==> config.mk <==
export PLATFORM = sky130hd
export DESIGN_NAME = bbmt_edge_store
export DESIGN_NICKNAME = d
export VERILOG_FILES = /design/src/bbmt_pkg.sv /design/src/bbmt_edge_store.sv
export SDC_FILE = /design/constraint.sdc
export NUM_CORES = 1
export LEC_CHECK = 0
export BUFFER_PORTS_ARGS = -buffer_cell sky130_fd_sc_hd__buf_2
export CAP_MARGIN = 20
export CELL_PAD_IN_SITES_DETAIL_PLACEMENT = 1
export CELL_PAD_IN_SITES_GLOBAL_PLACEMENT = 1
export CORE_MARGIN = 5
export CORE_UTILIZATION = 35
export CTS_CLUSTER_SIZE = 14
export DETAILED_ROUTE_END_ITERATION = 12
export PLACE_DENSITY_LB_ADDON = 0.1
export SYNTH_ARGS = -nofsm -noshare
export SYNTH_HDL_FRONTEND = slang
export SYNTH_SLANG_ARGS = --single-unit
==> constraint.sdc <==
create_clock -name clk -period 22.4 [get_ports clk]
set_input_delay 4.48 -clock clk [delete_from_list [all_inputs] [get_ports clk]]
set_output_delay 4.48 -clock clk [all_outputs]
set_load 0.02 [all_outputs]
==> src/bbmt_pkg.sv <==
`timescale 1ns / 1ps
`default_nettype none

package bbmt_pkg;

    localparam int GRID_SIZE_DEF = 128;
    localparam int COUNT_MAX_DEF = 255;

    // Widest group of flags that one encoder lane covers.
    localparam int LANE_MAX = 16;

    localparam int COORD_W = 7;
    localparam int EDGE_W  = 8;

    typedef enum logic [1:0] {
        OP_ADD    = 2'd0,
        OP_REMOVE = 2'd1,
        OP_TRY    = 2'd2
    } op_t;

    typedef enum logic [1:0] {
        ST_OK       = 2'd0,
        ST_MISSING  = 2'd1,
        ST_OVERFLOW = 2'd2
    } status_t;

    typedef struct packed {
        logic rd_en;
        logic adv;
        logic wr_en;
        logic wr_inc;
    } store_ctl_t;

endpackage

`default_nettype wire

==> src/bbmt_edge_store.sv <==
`timescale 1ns / 1ps
`default_nettype none

module bbmt_edge_store #(
    parameter int DEPTH = bbmt_pkg::GRID_SIZE_DEF,
    parameter int COUNT_MAX = bbmt_pkg::COUNT_MAX_DEF,
    parameter bit FIND_HIGH = 1'b0,
    localparam int IDX_W = $clog2(DEPTH),
    localparam int CNT_W = $clog2(COUNT_MAX + 1)
) (
    input  wire                      clk,
    input  wire                      rst_n,
    input  bbmt_pkg::store_ctl_t     ctl,
    input  wire [IDX_W-1:0]          rd_idx,
    output logic [CNT_W-1:0]         count,
    output logic [IDX_W-1:0]         found
);

    localparam int LANE  = (DEPTH < bbmt_pkg::LANE_MAX) ? DEPTH : bbmt_pkg::LANE_MAX;
    localparam int NLANE = (DEPTH + LANE - 1) / LANE;
    localparam int LW    = $clog2(LANE);
    localparam int PAD   = NLANE * LANE;

    logic [CNT_W-1:0] mem [DEPTH];
    logic [CNT_W-1:0] rdata_reg;
    logic [CNT_W-1:0] fwd_data_reg;
    logic             fwd_hit_reg;
    logic [IDX_W-1:0] idx_reg;
    logic [CNT_W-1:0] new_cnt;

    logic [DEPTH-1:0] live_reg;
    logic [DEPTH-1:0] live_next;
    logic [PAD-1:0]   padded;
    logic [NLANE-1:0] any_reg;
    logic [NLANE-1:0] any_next;
    logic [LW-1:0]    sub_reg  [NLANE];
    logic [LW-1:0]    sub_next [NLANE];

    // An entry whose flag is clear reads as zero, so the array needs no clearing.
    always_comb
    begin
        if (!live_reg[idx_reg])
        begin
            count = '0;
        end
        else if (fwd_hit_reg)
        begin
            count = fwd_data_reg;
        end
        else
        begin
            count = rdata_reg;
        end
        new_cnt = ctl.wr_inc ? count + CNT_W'(1) : count - CNT_W'(1);
    end

    always_ff @(posedge clk)
    begin
        if (ctl.wr_en)
        begin
            mem[idx_reg] <= new_cnt;
        end
        if (ctl.rd_en)
        begin
            rdata_reg    <= mem[rd_idx];
            idx_reg      <= rd_idx;
            fwd_data_reg <= new_cnt;
        end
    end

    always_comb
    begin
        live_next = live_reg;
        if (ctl.wr_en)
        begin
            live_next[idx_reg] = (new_cnt != '0);
        end
    end

    always_comb
    begin
        int k;
        padded = PAD'(live_next);
        for (int l = 0; l < NLANE; l++)
        begin
            any_next[l] = |padded[l*LANE +: LANE];
            sub_next[l] = '0;
            for (int j = 0; j < LANE; j++)
            begin
                k = FIND_HIGH ? j : LANE - 1 - j;
                if (padded[l*LANE + k])
                begin
                    sub_next[l] = LW'(k);
                end
            end
        end
    end

    always_comb
    begin
        int k;
        found = '0;
        for (int l = 0; l < NLANE; l++)
        begin
            k = FIND_HIGH ? l : NLANE - 1 - l;
            if (any_reg[k])
            begin
                found = IDX_W'(k * LANE + int'(sub_reg[k]));
            end
        end
    end

    always_ff @(posedge clk or negedge rst_n)
    begin
        if (!rst_n)
        begin
            live_reg    <= '0;
            any_reg     <= '0;
            fwd_hit_reg <= 1'b0;
        end
        else
        begin
            live_reg <= live_next;
            if (ctl.adv)
            begin
                any_reg <= any_next;
            end
            if (ctl.rd_en)
            begin
                fwd_hit_reg <= ctl.wr_en && (rd_idx == idx_reg);
            end
        end
    end

    always_ff @(posedge clk)
    begin
        if (ctl.adv)
        begin
            sub_reg <= sub_next;
        end
    end

endmodule

`default_nettype wire

==> reports/metrics.cfg <==
[run_status]
status=finished, final reports clean

[timing]
min_period_ns=10.11
max_freq_ghz=0.0989
worst_pin_slew_ns=1.06
rsz0062_at_grt=false
finalSetupTns_ns=0
relSlewSlack_pct=29.3
finalHoldViolCount=0
fin_ws_ns=12.29
finalCritPeriodShare_pct=45.1
setup_viol=0
skew_ns=0.0394
maxSlewViolCount=0

[route]
drtAntennaViolNets=0
viasPerCell=5.55
drc_errors=0
vias=28500
firstDrtPassIters=6
drtIter0Drc=2104
wirelength_mm=153
wl_per_cell_um=29.9

[power]
pwr-share-comb_pct=13.4
p_per_area_mw_per_mm2=98.2
power.switching_mw=1.53
vdd_drop_max_v=0.0000621
p_sw_share_pct=26.7
pwr-share-seq_pct=48.3
p_int_mw=4.20
total_power_mw=5.73
pwr-share-clk_pct=38.3
p_leak_nw=19.9

[finish]
syn_to_final_growth_pct=13.6
most-common-layout-cells=edfxtp_1, mux4_2, nand2_1
fill_cells=14300
instances_no_fill=5132
largest_reg_flops=1024
drive_gt1_share_pct=22.4
layout_commonest_cell=edfxtp_1
finish.utilization_pct=40.0
layout.nets=3120

[worst_setup_path]
rrSetupSlack_ns=13.03
path_buf_inv=4
critical_path.endpoint_type=primary output
cp_cell_sequence=buf_4 -> buf_4 -> mux2_2 -> a221o_1 -> a32oi_1 -> o32ai_1 -> nor4_4 -> and2_4 -> nand2b_4 -> inv_1 -> buf_2
cpMostUsedCell=buf_4
cp_slowest_cell=nand2b_4
worstSetupStartpointType=flip-flop
reg2reg_depth=24
endpoint=count[0]
worstSetupPathType=reg2out
r2r_start=idx_reg[0]
critPathLaunch=idx_reg[0]
crit_arrival_ns=5.63
worst_ep_required_time_ns=17.92
slowest_delay_ns=0.65
critPathMaxFanout=67
cp_num_cells=11
crit_family=simple AND/OR/NAND/NOR gates
timing.rr.end=sub_reg[4]

[synth]
async_flop_share_pct=11.3
yosys_register_bits=1216
ys_warn_count=0
synth_cells=3008
synthAdderAreaFrac_pct=0.209
syn-num-nets=3029
synth_xor_area_share_pct=0.205
synth_cell_type_count=84
ys_top_cells_by_area=edfxtp_1, mux4_2, dfrtp_1, nand2_1, o21ai_0
ys_seq_area_share_pct=69.7
synth.area.mux_share_pct=16.2
yosys.area.top_type=edfxtp_1
synth_top_family_by_area=multiplexers
synth_top_area_share_pct=63.1
synth_edf_count=1079
syn-cell-area_mm2=0.0514
synthSimpleGateAreaFrac_pct=5.47
ys.flop_type=edfxtp_1
synth_compound_area_share_pct=5.81
avgSynthCellArea_um2=17.1

[global_route]
track_usage_pct=20.0
grt_first_pass_wirelength_mm=223
grt_pass1_vias=30500
antenna_found_initial=13
grt.overflow.total=0
grt_max_degree=95

[clock_network]
clkTransAtPathRegs_ns=0.06
post_cts_resized=0
cts_num_sinks=1216
cts_buffer_depth=3
cts_setup_buffers=0
root_buffer=clkbuf_16
insertion_delay_ns=0.80
cts_tree=yes
cts_hold_buffers=0
htreeDepth=4
cts_buffers=139

[hold_path]
hold_start=live_reg[91]
hold_depth=2
hold_path_class=reg2reg

[job]
cap_violations=0

[floorplan]
dieArea_mm2=0.155
ios=28
die_w_um=393
rows=140
chipHeight_um=393
initial_core_util_pct=35.3
core_mm2=0.146

[place]
dp_worst_setup_slack_ns=12.50
dp.cells=4870
gp_congestion=0.875
place_hpwl_mm=101
io_buffers=27

worst register-to-register path: stages (launching register included):
cell and delay, ns:
edfxtp_1 0.34, buf_4 0.54, buf_4 0.58, mux2_2 0.40
a221o_1 0.29, a32oi_1 0.42, o32ai_1 0.19, nor4_4 0.58
and2_4 0.41, nand2b_4 0.65, fa_1 0.41, nor2b_1 0.07
o21ai_1 0.18, a21oi_1 0.15, o21a_1 0.20, or3_1 0.33
a2111oi_0 0.50, o21ai_2 0.27, a21oi_4 0.17, buf_4 0.64
buf_4 0.84, o21ai_0 0.36, a311o_1 0.34, a21oi_1 0.17
o22ai_1 0.10
logic make-up after synthesis:
| group | count (synthesis) |
|---|---|
| flip-flops | 1216 |
| AND/OR/NAND/NOR | 650 |
| AO/OA/AOI/OAI | 441 |
| multiplexers | 392 |
| buffers and inverters | 289 |
| XOR/XNOR | 12 |
| adder cells (fa/ha/maj) | 8 |
layer usage:
layer	GRT usage [%]	vias to the layer above	wire length (um)
met1	28.0	15400	68900
met4	5.57	2	4050
met5	0	-	13
li1	-	12200	-
met2	32.3	664	72900
met3	3.62	194	7420
Yosys cell counts (7+ instances only):
master and n:
o2111ai_1 8, a21o_1 7, xnor2_1 9, nor3_1 26, ha_1 7, nand2_1 329, buf_6 11, nand4_1 14
mux2i_1 24, buf_1 45, inv_1 125, o211ai_1 24, dfrtp_1 137, clkbuf_1 83, a21boi_0 8, o21ai_1 23
a211oi_1 18, o21ai_0 126, a221oi_1 10, nor2_1 155, a21oi_1 67, a22oi_1 11, buf_2 19, a41oi_1 35
nor2b_1 28, nand3_1 32, edfxtp_1 1079, nand2b_1 28, mux2_2 18, mux4_2 348, a31oi_1 22, and2_1 9
area by class of cell:
cell class | instances | area (um2) | share of cell area [%]
flip-flops and latches | 1216 | 35800 | 61.4
multi-input cells | 1503 | 14400 | 24.7
clock buffers | 178 | 3720 | 6.37
well taps | 1917 | 2400 | 4.11
repair buffers | 114 | 865 | 1.48
clock inverters | 75 | 651 | 1.11
inverters | 125 | 474 | 0.813
diodes | 4 | 10.0 | 0.0172
how the worst min path moves through the flow:
| stage | end | slack (ns) |
|---|---|---|
| 2_1_floorplan | live_reg[22] | 0.48 |
| 3_3_place_gp | live_reg[31] | 0.53 |
| 3_5_place_dp | live_reg[36] | 0.53 |
| 4_1_cts | live_reg[36] | 0.55 |
| 5_1_grt | live_reg[36] | 0.57 |
| 6_report | live_reg[91] | 0.56 |
power by group through the flow:
stage	combinational (mW)	clock, mW	sequential (mW)
final	0.769	2.19	2.77
after global routing	0.839	2.36	2.77
after CTS	0.783	2.26	2.77
after detailed placement	0.781	0	2.81
after global placement	0.756	0	2.81
after floorplan	0.476	0	2.81
metrics by stage:
stage	area [um2]	hold slack, ns
finish	58400	0.557
global route	58400	0.574
CTS	58300	0.546
detailed placement	53900	0.533
global placement	53800	0.528
floorplan	51400	0.478
(Power assumes the default switching activity.)
